### src/rtl/core/dqb_pkg.sv
// Shared types, constants, quantizer tables and cosine basis for the 8x8 DCT quantizer.
`default_nettype none

package dqb_pkg;

  localparam int COS_FRAC_BITS_DEFAULT = 14;
  localparam int SAMPLE_WIDTH          = 9;
  localparam int COEF_WIDTH            = 9;
  localparam int POS_WIDTH             = 6;
  localparam int TAP_WIDTH             = 3;
  localparam int Q_ENTRY_WIDTH         = 7;
  localparam int OFFSET_WIDTH          = 10;
  localparam int QUANT_WIDTH           = 11;
  localparam int MAG_WIDTH             = 14;
  localparam int STEP_WIDTH            = 4;
  localparam int CFG_INDEX_WIDTH       = 1;
  localparam logic [OFFSET_WIDTH-1:0] OFFSET_RESET = 10'd40;

  typedef enum logic [CFG_INDEX_WIDTH-1:0] {
    CFG_USE_CHROMA     = 1'b0,
    CFG_QUALITY_OFFSET = 1'b1
  } cfg_index_t;

  typedef enum logic [3:0] {
    ST_COLLECT,
    ST_ROW_MAC,
    ST_ROW_DRAIN,
    ST_ROW_WRITE,
    ST_COL_MAC,
    ST_COL_DRAIN,
    ST_DIV_LOAD,
    ST_DIV_RUN,
    ST_EMIT
  } state_t;

  typedef struct packed {
    logic                 row_pass;
    logic                 mac_issue;
    logic                 mac_first;
    logic [POS_WIDTH-1:0] k;
    logic [TAP_WIDTH-1:0] j;
    logic                 sample_wr;
    logic                 row_wr;
    logic                 div_load;
    logic                 div_step;
  } dp_cmd_t;

  // 0.5*cos(a*pi/16) with 30 fraction bits, a = 0..8
  localparam longint HALF_COS30 [9] = '{
    64'd536870912, 64'd526555088, 64'd496004047, 64'd446391850, 64'd379625062,
    64'd298269498, 64'd205451603, 64'd104738319, 64'd0
  };

  localparam logic [Q_ENTRY_WIDTH-1:0] LUMA_Q [64] = '{
    7'd16, 7'd11, 7'd10, 7'd16, 7'd24, 7'd40, 7'd51, 7'd61,
    7'd12, 7'd12, 7'd14, 7'd19, 7'd26, 7'd58, 7'd60, 7'd55,
    7'd14, 7'd13, 7'd16, 7'd24, 7'd40, 7'd57, 7'd69, 7'd56,
    7'd14, 7'd17, 7'd22, 7'd29, 7'd51, 7'd87, 7'd80, 7'd62,
    7'd18, 7'd22, 7'd37, 7'd56, 7'd68, 7'd109, 7'd103, 7'd77,
    7'd24, 7'd35, 7'd55, 7'd64, 7'd81, 7'd104, 7'd113, 7'd92,
    7'd49, 7'd64, 7'd78, 7'd87, 7'd103, 7'd121, 7'd120, 7'd101,
    7'd72, 7'd92, 7'd95, 7'd98, 7'd112, 7'd100, 7'd103, 7'd99
  };

  localparam logic [Q_ENTRY_WIDTH-1:0] CHROMA_Q [64] = '{
    7'd17, 7'd18, 7'd24, 7'd47, 7'd99, 7'd99, 7'd99, 7'd99,
    7'd18, 7'd21, 7'd26, 7'd66, 7'd99, 7'd99, 7'd99, 7'd99,
    7'd24, 7'd26, 7'd56, 7'd99, 7'd99, 7'd99, 7'd99, 7'd99,
    7'd47, 7'd66, 7'd99, 7'd99, 7'd99, 7'd99, 7'd99, 7'd99,
    7'd99, 7'd99, 7'd99, 7'd99, 7'd99, 7'd99, 7'd99, 7'd99,
    7'd99, 7'd99, 7'd99, 7'd99, 7'd99, 7'd99, 7'd99, 7'd99,
    7'd99, 7'd99, 7'd99, 7'd99, 7'd99, 7'd99, 7'd99, 7'd99,
    7'd99, 7'd99, 7'd99, 7'd99, 7'd99, 7'd99, 7'd99, 7'd99
  };

  // Basis entry C[u][x] for idx = u*8+x, rounded half away from zero to frac_bits.
  function automatic longint cos_value(input int frac_bits, input logic [5:0] idx);
    int     u;
    int     x;
    int     a;
    longint mag;
    longint r;
    logic   neg;
    begin
      u   = int'(idx[5:3]);
      x   = int'(idx[2:0]);
      a   = ((2 * x + 1) * u) % 32;
      neg = 1'b0;
      if (u == 0) begin
        mag = HALF_COS30[4];
      end else if (a <= 8) begin
        mag = HALF_COS30[a];
      end else if (a <= 16) begin
        mag = HALF_COS30[16 - a];
        neg = 1'b1;
      end else if (a <= 24) begin
        mag = HALF_COS30[a - 16];
        neg = 1'b1;
      end else begin
        mag = HALF_COS30[32 - a];
      end
      r = (mag + (longint'(1) << (29 - frac_bits))) >>> (30 - frac_bits);
      return neg ? -r : r;
    end
  endfunction

endpackage

`default_nettype wire

### src/rtl/core/dqb_ram.sv
// Generic single-write, single-read RAM with registered read data.
`default_nettype none

module dqb_ram #(
  parameter int WIDTH = 8,
  parameter int DEPTH = 64
) (
  input  wire logic                     clk,
  input  wire logic                     wr_en,
  input  wire logic [$clog2(DEPTH)-1:0] wr_addr,
  input  wire logic [WIDTH-1:0]         wr_data,
  input  wire logic [$clog2(DEPTH)-1:0] rd_addr,
  output logic      [WIDTH-1:0]         rd_data
);

  logic [WIDTH-1:0] mem [DEPTH];

  always_ff @(posedge clk) begin
    if (wr_en) begin
      mem[wr_addr] <= wr_data;
    end
    rd_data <= mem[rd_addr];
  end

endmodule

`default_nettype wire

### src/rtl/core/dqb_ctrl.sv
// Sequencer for sample collection, row pass, column pass, division and output.
`default_nettype none

module dqb_ctrl (
  input  wire logic             clk,
  input  wire logic             rst,
  input  wire logic             in_valid,
  output logic                  in_stall,
  output logic                  out_valid,
  input  wire logic             out_stall,
  output dqb_pkg::dp_cmd_t      cmd
);

  dqb_pkg::state_t                      state;
  dqb_pkg::state_t                      state_next;
  logic [dqb_pkg::POS_WIDTH-1:0]        k;
  logic [dqb_pkg::TAP_WIDTH-1:0]        j;
  logic [dqb_pkg::STEP_WIDTH-1:0]       step;
  logic                                 k_last;
  logic                                 j_last;
  logic                                 in_beat;
  logic                                 out_beat;

  assign k_last   = (k == {dqb_pkg::POS_WIDTH{1'b1}});
  assign j_last   = (j == {dqb_pkg::TAP_WIDTH{1'b1}});
  assign in_beat  = in_valid && !in_stall;
  assign out_beat = out_valid && !out_stall;

  always_comb begin
    state_next = state;
    unique case (state)
      dqb_pkg::ST_COLLECT: begin
        if (in_beat && k_last) state_next = dqb_pkg::ST_ROW_MAC;
      end
      dqb_pkg::ST_ROW_MAC: begin
        if (j_last) state_next = dqb_pkg::ST_ROW_DRAIN;
      end
      dqb_pkg::ST_ROW_DRAIN: begin
        if (step == dqb_pkg::STEP_WIDTH'(1)) state_next = dqb_pkg::ST_ROW_WRITE;
      end
      dqb_pkg::ST_ROW_WRITE: begin
        state_next = k_last ? dqb_pkg::ST_COL_MAC : dqb_pkg::ST_ROW_MAC;
      end
      dqb_pkg::ST_COL_MAC: begin
        if (j_last) state_next = dqb_pkg::ST_COL_DRAIN;
      end
      dqb_pkg::ST_COL_DRAIN: begin
        if (step == dqb_pkg::STEP_WIDTH'(1)) state_next = dqb_pkg::ST_DIV_LOAD;
      end
      dqb_pkg::ST_DIV_LOAD: begin
        state_next = dqb_pkg::ST_DIV_RUN;
      end
      dqb_pkg::ST_DIV_RUN: begin
        if (step == dqb_pkg::STEP_WIDTH'(dqb_pkg::MAG_WIDTH - 1)) state_next = dqb_pkg::ST_EMIT;
      end
      dqb_pkg::ST_EMIT: begin
        if (out_beat) state_next = k_last ? dqb_pkg::ST_COLLECT : dqb_pkg::ST_COL_MAC;
      end
      default: state_next = dqb_pkg::ST_COLLECT;
    endcase
  end

  always_comb begin
    in_stall      = (state != dqb_pkg::ST_COLLECT);
    out_valid     = (state == dqb_pkg::ST_EMIT);
    cmd.row_pass  = (state == dqb_pkg::ST_ROW_MAC);
    cmd.mac_issue = (state == dqb_pkg::ST_ROW_MAC) || (state == dqb_pkg::ST_COL_MAC);
    cmd.mac_first = (j == '0);
    cmd.k         = k;
    cmd.j         = j;
    cmd.sample_wr = (state == dqb_pkg::ST_COLLECT) && in_valid;
    cmd.row_wr    = (state == dqb_pkg::ST_ROW_WRITE);
    cmd.div_load  = (state == dqb_pkg::ST_DIV_LOAD);
    cmd.div_step  = (state == dqb_pkg::ST_DIV_RUN);
  end

  always_ff @(posedge clk) begin
    if (rst) begin
      state <= dqb_pkg::ST_COLLECT;
      k     <= '0;
      j     <= '0;
      step  <= '0;
    end else begin
      state <= state_next;
      // advance element index on each sample, row write and output beat
      if (in_beat || (state == dqb_pkg::ST_ROW_WRITE) || out_beat) begin
        k <= k + 1'b1;
      end
      j    <= cmd.mac_issue ? j + 1'b1 : '0;
      step <= (state_next != state) ? '0 : step + 1'b1;
    end
  end

endmodule

`default_nettype wire

### src/rtl/core/dqb_datapath.sv
// Buffers, shared multiply-accumulate, serial divider and configuration registers.
`default_nettype none

module dqb_datapath #(
  parameter int COS_FRAC_BITS = dqb_pkg::COS_FRAC_BITS_DEFAULT
) (
  input  wire logic                                  clk,
  input  wire logic                                  rst,
  input  wire dqb_pkg::dp_cmd_t                      cmd,
  input  wire logic signed [dqb_pkg::SAMPLE_WIDTH-1:0] sample,
  input  wire logic                                  cfg_valid,
  input  wire logic [dqb_pkg::CFG_INDEX_WIDTH-1:0]   cfg_index,
  input  wire logic [dqb_pkg::OFFSET_WIDTH-1:0]      cfg_data,
  output logic signed [dqb_pkg::COEF_WIDTH-1:0]      coefficient,
  output logic [dqb_pkg::POS_WIDTH-1:0]              position,
  output logic                                       last_of_block
);

  localparam int COS_W  = COS_FRAC_BITS + 1;
  localparam int ROW_W  = COS_FRAC_BITS + 12;
  localparam int PROD_W = ROW_W + COS_W;
  localparam int ACC_W  = PROD_W + 1;
  localparam int SW     = dqb_pkg::SAMPLE_WIDTH;
  localparam int QW     = dqb_pkg::QUANT_WIDTH;
  localparam int MW     = dqb_pkg::MAG_WIDTH;

  logic                             use_chroma;
  logic [dqb_pkg::OFFSET_WIDTH-1:0] quality_offset;

  logic [SW-1:0]              sample_rdata;
  logic [ROW_W-1:0]           row_rdata;
  logic [5:0]                 cos_idx;
  logic signed [63:0]         cos_full;
  logic signed [COS_W-1:0]    s1_cos;
  logic                       s1_mac;
  logic                       s1_first;
  logic                       s1_row;
  logic signed [ROW_W-1:0]    mul_a;
  logic signed [PROD_W-1:0]   prod;
  logic                       s2_mac;
  logic                       s2_first;
  logic signed [ACC_W-1:0]    acc;
  logic signed [ACC_W-1:0]    prod_ext;

  logic [ACC_W-1:0]           acc_abs;
  logic [dqb_pkg::Q_ENTRY_WIDTH-1:0] q_entry;
  logic [QW-1:0]              q_sum;
  logic [QW-1:0]              dv_q;
  logic [QW-1:0]              dv_rem;
  logic [MW-1:0]              dv_quo;
  logic                       dv_neg;
  logic [QW:0]                dv_shift;
  logic                       dv_ge;
  logic [QW:0]                dv_diff;
  logic [SW-1:0]              quo_neg;

  // configuration registers
  always_ff @(posedge clk) begin
    if (rst) begin
      use_chroma     <= 1'b0;
      quality_offset <= dqb_pkg::OFFSET_RESET;
    end else if (cfg_valid) begin
      unique case (dqb_pkg::cfg_index_t'(cfg_index))
        dqb_pkg::CFG_USE_CHROMA:     use_chroma     <= cfg_data[0];
        dqb_pkg::CFG_QUALITY_OFFSET: quality_offset <= cfg_data;
        default: ;
      endcase
    end
  end

  dqb_ram #(.WIDTH(SW), .DEPTH(64)) u_sample_ram (
    .clk     (clk),
    .wr_en   (cmd.sample_wr),
    .wr_addr (cmd.k),
    .wr_data (sample),
    .rd_addr ({cmd.k[5:3], cmd.j}),
    .rd_data (sample_rdata)
  );

  dqb_ram #(.WIDTH(ROW_W), .DEPTH(64)) u_row_ram (
    .clk     (clk),
    .wr_en   (cmd.row_wr),
    .wr_addr (cmd.k),
    .wr_data (acc[ROW_W-1:0]),
    .rd_addr ({cmd.j, cmd.k[2:0]}),
    .rd_data (row_rdata)
  );

  // row pass: C[v][j], column pass: C[u][i]
  assign cos_idx  = cmd.row_pass ? {cmd.k[2:0], cmd.j} : {cmd.k[5:3], cmd.j};
  assign cos_full = dqb_pkg::cos_value(COS_FRAC_BITS, cos_idx);

  assign mul_a    = s1_row ? {{(ROW_W-SW){sample_rdata[SW-1]}}, sample_rdata}
                           : $signed(row_rdata);
  assign prod_ext = {prod[PROD_W-1], prod};

  always_ff @(posedge clk) begin
    if (rst) begin
      s1_mac <= 1'b0;
      s2_mac <= 1'b0;
    end else begin
      s1_mac <= cmd.mac_issue;
      s2_mac <= s1_mac;
    end
  end

  always_ff @(posedge clk) begin
    s1_cos   <= cos_full[COS_W-1:0];
    s1_first <= cmd.mac_first;
    s1_row   <= cmd.row_pass;
    prod     <= mul_a * s1_cos;
    s2_first <= s1_first;
    if (s2_mac) begin
      acc <= s2_first ? prod_ext : acc + prod_ext;
    end
  end

  // divider: truncate |S| >> 2F, then divide by q plus the quality offset one quotient bit per cycle
  assign acc_abs  = acc[ACC_W-1] ? ACC_W'(-acc) : ACC_W'(acc);
  assign q_entry  = use_chroma ? dqb_pkg::CHROMA_Q[cmd.k] : dqb_pkg::LUMA_Q[cmd.k];
  assign q_sum    = {{(QW-dqb_pkg::Q_ENTRY_WIDTH){1'b0}}, q_entry}
                  + {{(QW-dqb_pkg::OFFSET_WIDTH){1'b0}}, quality_offset};
  assign dv_shift = {dv_rem, dv_quo[MW-1]};
  assign dv_ge    = (dv_shift >= {1'b0, dv_q});
  assign dv_diff  = dv_shift - {1'b0, dv_q};

  always_ff @(posedge clk) begin
    if (cmd.div_load) begin
      dv_q   <= q_sum;
      dv_rem <= '0;
      dv_quo <= acc_abs[2*COS_FRAC_BITS +: MW];
      dv_neg <= acc[ACC_W-1];
    end else if (cmd.div_step) begin
      dv_rem <= dv_ge ? dv_diff[QW-1:0] : dv_shift[QW-1:0];
      dv_quo <= {dv_quo[MW-2:0], dv_ge};
    end
  end

  assign quo_neg = SW'(-dv_quo[SW-1:0]);

  always_comb begin
    if (dv_neg) begin
      coefficient = (dv_quo > MW'(256)) ? -9'sd256 : $signed(quo_neg);
    end else begin
      coefficient = (dv_quo > MW'(255)) ? 9'sd255 : $signed(dv_quo[SW-1:0]);
    end
  end

  assign position      = cmd.k;
  assign last_of_block = (cmd.k == {dqb_pkg::POS_WIDTH{1'b1}});

endmodule

`default_nettype wire

### src/rtl/core/dct8x8_quantize_block.sv
// Top level of the 8x8 forward DCT and quantizer.
//
//   channel | direction | handshake            | payload
//   --------+-----------+----------------------+---------------------------------------
//   input   | in        | in_valid / in_stall  | sample
//   output  | out       | out_valid / out_stall| coefficient, position, last_of_block
//   config  | in        | cfg_valid / cfg_ready| cfg_index, cfg_data
//
// 64 input beats are taken one per cycle, then the block stalls its input for
// the transform: a row pass over all 64 elements, then a column pass in which each
// coefficient is accumulated, divided and held until the output takes it. One shared
// multiplier (one tap per cycle) and a one-bit-per-cycle divider set the block's pace.
// Synchronous reset returns to sample collection; buffers need no clearing.
// An output stall holds the current coefficient and halts the sequencer.
`default_nettype none

module dct8x8_quantize_block #(
  parameter int COS_FRAC_BITS = dqb_pkg::COS_FRAC_BITS_DEFAULT
) (
  input  wire logic                                    clk,
  input  wire logic                                    rst,
  input  wire logic                                    in_valid,
  output logic                                         in_stall,
  input  wire logic signed [dqb_pkg::SAMPLE_WIDTH-1:0] sample,
  output logic                                         out_valid,
  input  wire logic                                    out_stall,
  output logic signed [dqb_pkg::COEF_WIDTH-1:0]        coefficient,
  output logic [dqb_pkg::POS_WIDTH-1:0]                position,
  output logic                                         last_of_block,
  input  wire logic                                    cfg_valid,
  output logic                                         cfg_ready,
  input  wire logic [dqb_pkg::CFG_INDEX_WIDTH-1:0]     cfg_index,
  input  wire logic [dqb_pkg::OFFSET_WIDTH-1:0]        cfg_data
);

  dqb_pkg::dp_cmd_t cmd;

  assign cfg_ready = 1'b1;

  dqb_ctrl u_ctrl (
    .clk       (clk),
    .rst       (rst),
    .in_valid  (in_valid),
    .in_stall  (in_stall),
    .out_valid (out_valid),
    .out_stall (out_stall),
    .cmd       (cmd)
  );

  dqb_datapath #(.COS_FRAC_BITS(COS_FRAC_BITS)) u_datapath (
    .clk           (clk),
    .rst           (rst),
    .cmd           (cmd),
    .sample        (sample),
    .cfg_valid     (cfg_valid),
    .cfg_index     (cfg_index),
    .cfg_data      (cfg_data),
    .coefficient   (coefficient),
    .position      (position),
    .last_of_block (last_of_block)
  );

endmodule

`default_nettype wire

### config.mk
export PLATFORM = sky130hd
export DESIGN_NAME = dct8x8_quantize_block
export DESIGN_NICKNAME = d
export VERILOG_FILES = /design/src/rtl/core/dqb_pkg.sv /design/src/rtl/core/dqb_ram.sv /design/src/rtl/core/dqb_ctrl.sv /design/src/rtl/core/dqb_datapath.sv /design/src/rtl/core/dct8x8_quantize_block.sv
export SDC_FILE = /design/constraint.sdc
export NUM_CORES = 2
export LEC_CHECK = 0
export ABC_CLOCK_PERIOD_IN_PS = 9500
export BUFFER_PORTS_ARGS = -buffer_cell sky130_fd_sc_hd__buf_2
export CAP_MARGIN = 20
export CELL_PAD_IN_SITES_DETAIL_PLACEMENT = 0
export CELL_PAD_IN_SITES_GLOBAL_PLACEMENT = 2
export CORE_MARGIN = 5
export CORE_UTILIZATION = 25
export DETAILED_ROUTE_END_ITERATION = 16
export PLACE_DENSITY = 0.45
export SETUP_SLACK_MARGIN = 0.2
export SLEW_MARGIN = 20
export SYNTH_ARGS = -nofsm -noshare
export SYNTH_HDL_FRONTEND = slang
export SYNTH_SLANG_ARGS = --single-unit
export TNS_END_PERCENT = 20
### constraint.sdc
create_clock -name clk -period 9.5 [get_ports clk]
set_clock_uncertainty 0.2 [all_clocks]
set_input_delay 0.95 -clock clk [delete_from_list [all_inputs] [get_ports clk]]
set_output_delay 0.95 -clock clk [all_outputs]
set_load 0.01 [all_outputs]
# == Word level (Yosys, flattened, before mapping) ==
# Memory sizes are Yosys's and may differ from the RTL's. A register that Yosys moved wholly into a read port is not among the register bits.
# Cells that the tools add are included.
# op_classes
n_addsub,14
multipliers,2
div,0
n_lt_le_gt_ge,11
eq_ne,13
shifts,0
muxes,46
n_bitwise,8
reduce_logical,19
# op_table
cell,count
$mux 31,12
$ge 32x5->1 const B,4
$not 32->32,4
$mux 42,2
$add 42x41->42,1
$neg 42->42,1
$mul 26x15->41,1
$pmux 4 s9,1
$mux 7,5
$mul 32x4->32,1
$add 31x17->31 const B,1
$mux 14,2
$mux 4,7
$mux 9,3
$mux 26,1
$eq 4x3->1 const B,4
$mux 15,1
$neg 15->15,1
$gt 14x8->1 const B,1
$gt 14x9->1 const B,1
$ge 12x11->1,1
$le 6x6->1 const B,2
$add 7x10->11,1
$mux 11,1
33 further kinds,54
# word_totals
ff_bits,168
latchBits,0
ram_bits,2240
rom_bits,4992
output_inout_bits,19
memories,8
# memory_table
name,words,width,rd,rd_clocked_by_memory_dff,write_ports,line_no,source
u_datapath.u_row_ram.mem,64,26,1,1,1,dqb_ram.sv:16,logic [WIDTH-1:0] mem [DEPTH];
(name not given),16,64,1,0,0,dqb_pkg.sv:94,mag = HALF_COS30[16 - a];
(name not given),16,64,1,0,0,dqb_pkg.sv:97,mag = HALF_COS30[a - 16];
(name not given),16,64,1,0,0,dqb_pkg.sv:100,mag = HALF_COS30[32 - a];
(name not given),16,64,1,0,0,dqb_pkg.sv:92,mag = HALF_COS30[a];
u_datapath.u_sample_ram.mem,64,9,1,1,1,dqb_ram.sv:16,
2 more memories,--,--,--,--,--,--,

# == Logic depth before layout (Yosys ltp) ==
# logic_depth
ltp_word,18
mapped_depth,33
depth_no_buf,27

# == Modules after synthesis ==
# Synthesis repeated with hierarchy kept, for this count alone.
# hier_totals
cells_unflattened,6752
hier_area_um2,112071.2
# modules_own_cells
module,instances,cells_per_inst,area_each_um2
dqb_ram (u_datapath.u_row_ram),1,2841,64182.8
dqb_datapath,1,2755,24119.4
dqb_ram (u_datapath.u_sample_ram),1,1020,22594.2
dqb_ctrl,1,134,1163.6
dct8x8_quantize_block,1,2,11.3

# == Worst setup path after synthesis ==
# Ideal clock, no wire load.
# synth_timing
path_type,reg2reg
startpoint,reg u_ctrl.k[1] (netlist bit)
endpoint,reg u_datapath.s1_cos[13]
setup_time_ps,122
t_arrival_ps,8031
required_ps,9178
setup_slack_ps,1146
path_stages_with_launch,34
path_buffers,8
synth_period_minus_slack_ps,8354
path_cell_list,dfxtp_1 -> clkbuf_1 -> buf_1 -> buf_1 -> buf_2 -> clkbuf_1 -> clkbuf_1 -> clkbuf_1 -> a21oi_1 -> nor2_1 -> ha_1 -> ha_1 -> ha_1 -> clkinv_1 -> ha_1 -> nor2b_1 -> mux2i_2 -> o2111ai_1 -> mux2_4 -> nand2_4 -> buf_2 -> nor3b_1 -> o21ai_0 -> a21oi_1 -> ha_1 -> o211ai_1 -> xor2_1 -> and3_1 -> o21ai_1 -> nand3_1 -> nor4_1 -> and4_4 -> a31oi_2 -> xnor2_1
# synth_via
elab_chain_cells,14
word_cells_on_any_way,38
classes_between,add/sub (5); mul (1); order compare (3); mux (18); bitwise (5); reduce/logical (2); memory (4)
# synth_lines
element,line_no,source
start: declaration,dqb_ctrl.sv:16,logic [dqb_pkg::POS_WIDTH-1:0] k;
start signal: assignment,dqb_ctrl.sv:87,k <= k + 1'b1;
$mux 6 *,dqb_datapath.sv:90,"assign cos_idx = cmd.row_pass ? {cmd.k[2:0], cmd.j} : {cmd.k[5:3], cmd.j};"
$mul 32x4->32,dqb_pkg.sv:87,a = ((2 * x + 1) * u) % 32;
$sub 7x6->8 / $sub 6x6->7 (equally long branches),"dqb_pkg.sv:100, dqb_pkg.sv:97",
$not 32->32 (on tied branches),"dqb_pkg.sv:100, dqb_pkg.sv:97",
$mem_v2 16x64 (on tied branches),--,
$mux 31 (on tied branches) (2 in series),"dqb_pkg.sv:100, dqb_pkg.sv:97",
$mux 31,dqb_pkg.sv:96,end else if (a <= 24) begin
$mux 31,dqb_pkg.sv:93,end else if (a <= 16) begin
$mux 31,dqb_pkg.sv:91,end else if (a <= 8) begin
$mux 31,dqb_pkg.sv:89,if (u == 0) begin
$add 31x17->31,dqb_pkg.sv:102,r = (mag + (longint'(1) << (29 - frac_bits))) >>> (30 - frac_bits);
$neg 15->15,dqb_pkg.sv:103,return neg ? -r : r;
$mux 15 *,dqb_pkg.sv:103,
named net u_datapath.cos_full[13],dqb_datapath.sv:33,logic signed [63:0] cos_full;
end signal: assignment,dqb_datapath.sv:108,s1_cos <= cos_full[COS_W-1:0];
end: declaration,dqb_datapath.sv:34,logic signed [COS_W-1:0] s1_cos;
# Mark *: on every way through the listed nets, which the timed path passes. The rest lies on a longest branch. The select of a mux whose other input is x is not followed.
# A chain may end at the register's enable or synchronous reset.

# == Worst setup path after layout ==
# layout_timing
startpoint,reg u_datapath.s1_row
endpoint,reg u_datapath.prod[40]
# layout_via
elab_chain_cells,2
# layout_lines
element,line_no,source
start: declaration,dqb_datapath.sv:37,logic s1_row;
start signal: assignment,dqb_datapath.sv:110,s1_row <= cmd.row_pass;
$mux 26,dqb_datapath.sv:93,"assign mul_a = s1_row ? {{(ROW_W-SW){sample_rdata[SW-1]}}, sample_rdata}"
$mul 26x15->41,dqb_datapath.sv:111,prod <= mul_a * s1_cos;
end signal: assignment,dqb_datapath.sv:111,
end: declaration,dqb_datapath.sv:39,logic signed [PROD_W-1:0] prod;
# No other way between the ends.

==> impl_metrics.yaml <==
power:
  p_leak_nw: 43.0
  power.total_w: 0.0322
  power_density_nw_per_um2: 248
  ir_worst_vdd_uv: 248
logic_synthesis:
  synth-edff-count: 2308
  synth_largest_area_cell: "edfxtp_1"
  synth_fp_nets: 8065
  ys_warn_count: 0
  synth.cell_area_sq_um: 111000
  synth_most_common_cell: "edfxtp_1"
  synth_cells: 7475
  synth_area_leaders: "edfxtp_1 62%, fa_1 6.7%, mux4_2 4.9%"
  yosysUniqueCellTypes: 96
  synth_ff_type: "edfxtp_1"
  yosys-top-cells-count: "2308 x edfxtp_1, 606 x nand2_1, 457 x inv_1"
  ys_seq_area_share_pct: 64.7
  avgSynthCellArea_sq_um: 14.9
  synth-seq-cells: 2443
  synthDominantCellAreaShare_pct: 62.3
  async_reset_ff_share_pct: 0
grt:
  grt_use_total_pct: 17.9
  grt_max_degree: 82
  grt_use_met2_pct: 30.7
  busiest_layer: "met2"
  first_global_vias: 69700
  antenna_found_initial: 32
  grt_use_met3_pct: 1.90
  grt_pass1_wl_mm: 583
  grt_use_met1_pct: 24.6
  grt-ovfl-total: 0
timing:
  worst_slack_ns: 0.832
  maxSlewHeadroom_pct: 14.7
  slew_violations: 0
  worst_slew_pin_slew_ns: 1.27
  setup_tns_ns: 0
  finalHoldViolCount: 0
  finalSetupViolCount: 0
  min_period_ns: 8.67
  whs_ns: 0.101
  rsz0062_at_grt: "no"
  fmax_ghz: 0.115
  period_share_pct: 91.2
clocking:
  clock_latency_ns: 0.94
  root_buffer: "clkbuf_16"
  cts.htree.levels: 5
  post_cts_buffers: 0
  cts_tree: "yes"
  cts_buffer_depth: 4
  clk_pin_slew_worst_paths_ns: 0.08
  cts.sinks: 2443
  cts_buffers: 298
place:
  gp_congestion: 0.751
  port_buffers: 42
  dp_hpwl_mm: 254
  pre_cts_ws_ns: 0.260
setup_path:
  startpoint_type: "flip-flop"
  crit_required_ns: 10.14
  critPathTopFamily: "adder cells"
  crit_buf_inv: 5
  crit_path_end_kind: "flip-flop"
  crit_slowest_cell: "dfxtp_1"
  crit_top_cell: "fa_1"
  rrSetupSlack_ns: 0.83
  reg2regPathDepth: 24
  critPathArrivalTime_ns: 9.31
  critPathMaxFanout: 18
  crit_type: "flip-flop to flip-flop"
  crit_chain: "clkinvlp_4, a21o_1, and2_1, fa_1, inv_1, fa_1, inv_1, fa_1, fa_1, fa_1, inv_1, fa_1, inv_1, ha_1, a2111o_1, o22ai_1, o311ai_1, a21o_1, a211oi_2, a2111oi_0, or4_1, a31o_2, a21oi_1, xnor2_1"
  crit_cells: 24
  max_stage_delay_ns: 0.65
floorplan:
  dieArea_sq_um: 459000
  ios: 44
  die_x_microns: 677
  core_sq_um: 444000
  initial_core_util_pct: 25.0
  rows: 245
  fp.dieH_microns: 677
detailed_routing:
  drt-initial-drc-count: 5520
  first_pass_iters: 6
  via_per_inst: 4.78
  drc_errors: 0
  ant_nets: 0
  vias: 66100
  wl_per_cell_microns: 30.4
  wl_mm: 420
status:
  status: "complete, no violations"
final_layout:
  layout-drive-gt1-share_pct: 15.4
  final_nets: 8256
  area_delta_synth_final_pct: 16.5
  fillers: 44700
worst_hold_path:
  hp-class: "input pin to flip-flop"
  holdPathStages: 3
run:
  cap_violations: 0
==> metal layers <==
layer | vias up | wire, microns
met5 | - | 0
met4 | 0 | 7970
met3 | 407 | 15600
met2 | 1481 | 206000
met1 | 35600 | 191000
li1 | 28600 | -
==> cells in the final DEF, fill, tap and decap left out, types with 22 or more instances in the layout <==
| master | instances |
|---|---|
| a31oi_1 | 36 |
| inv_1 | 454 |
| nor3_1 | 49 |
| nand3_1 | 75 |
| mux2_2 | 90 |
| a221oi_1 | 122 |
| clkinv_2 | 48 |
| edfxtp_1 | 2308 |
| fa_1 | 370 |
| buf_2 | 42 |
| o21ai_0 | 318 |
| mux4_2 | 244 |
| ha_1 | 195 |
| nand4_1 | 23 |
| and2_1 | 134 |
| nand2_1 | 604 |
| xnor2_1 | 85 |
| a22oi_1 | 149 |
| a21o_1 | 71 |
| o211ai_1 | 31 |
| nor2_4 | 74 |
| a221o_1 | 38 |
| a222oi_1 | 22 |
| clkbuf_1 | 74 |
| mux2i_1 | 230 |
| a211oi_1 | 28 |
| buf_4 | 256 |
| nor2_1 | 283 |
| clkbuf_16 | 306 |
| clkinv_1 | 59 |
| nor2b_1 | 41 |
| o22ai_1 | 25 |
| nand2b_1 | 27 |
| xor2_1 | 55 |
| a21oi_1 | 387 |
| dfxtp_1 | 125 |
| a22o_1 | 44 |
==> kinds of logic after synthesis <==
kind of cell	count (synthesis)	synth area share [%]
buf+inv	891	3.04
compound gates	1442	8.54
simple gates	1420	5.72
mux	570	8.00
other cells	1	0.00337
flops	2443	64.7
fa+ha+maj	565	8.85
xor+xnor	143	1.16
==> what timing repair did <==
| item | 4_1_cts | 5_1_grt |
|---|---|---|
| endpoints found under the hold margin | 6 | 0 |
| setup endpoints to repair | 0 | 1 |
| gates resized for setup | 0 | 2 |
| hold buffers | 5 | 0 |
==> state kept, by name, summed over array words and instances, names as in the netlist, 14 cells and up <==
| name | cells |
|---|---|
| u_datapath.prod | 41 |
| u_datapath.acc | 42 |
| u_datapath.u_row_ram.mem | 1664 |
| u_datapath.u_row_ram.rd_data | 26 |
| u_datapath.u_sample_ram.mem | 576 |
| u_datapath.s1_cos | 15 |
| u_datapath.dv_quo | 14 |
==> cell type report <==
type                       instances  area, sq um  share of cell area [%]
antenna                           11         27.5                  0.0212
clock buffer                     385         8000                    6.17
clock inverter                   148         1350                    1.04
inverter                         464         1760                    1.35
multi-input combinational       4141        36700                    28.3
sequential                      2443        72000                    55.5
tap                             5928         7420                    5.72
timing repair buffer             318         2470                    1.91
==> tightest hold or removal path, delay by kind of cell <==
family	cells	cell delay (ns)
AO/OA/AOI/OAI	1	0.06
AND/OR/NAND/NOR	1	0.07
buffers and inverters	1	0.10
==> report_power, final <==
| part | leakage, nW | internal (W) | switching (W) |
|---|---|---|---|
| Clock | 4.57 | 0.00643 | 0.00465 |
| Sequential | 21.9 | 0.0119 | 0.000136 |
| Combinational | 16.5 | 0.00362 | 0.00542 |
==> through the flow <==
stage               std cells  area, sq um  utilization [%]
detailed placement      13300       120000             27.1
finish                  13800       130000             29.2
floorplan                7475       111000                -
global placement        13300       120000             27.0
CTS                     13800       130000             29.2
global route            13800       130000             29.2
==> worst paths after layout <==
check	start	endpoint
worst max-delay path	u_datapath.s1_row	u_datapath.prod[40]
worst min-delay path	cfg_data[4]	u_datapath.quality_offset[4]
worst max register to register	u_datapath.s1_row	u_datapath.prod[40]
worst min register to register	u_datapath.s1_first	u_datapath.s2_first
(Power assumes the default switching activity.)
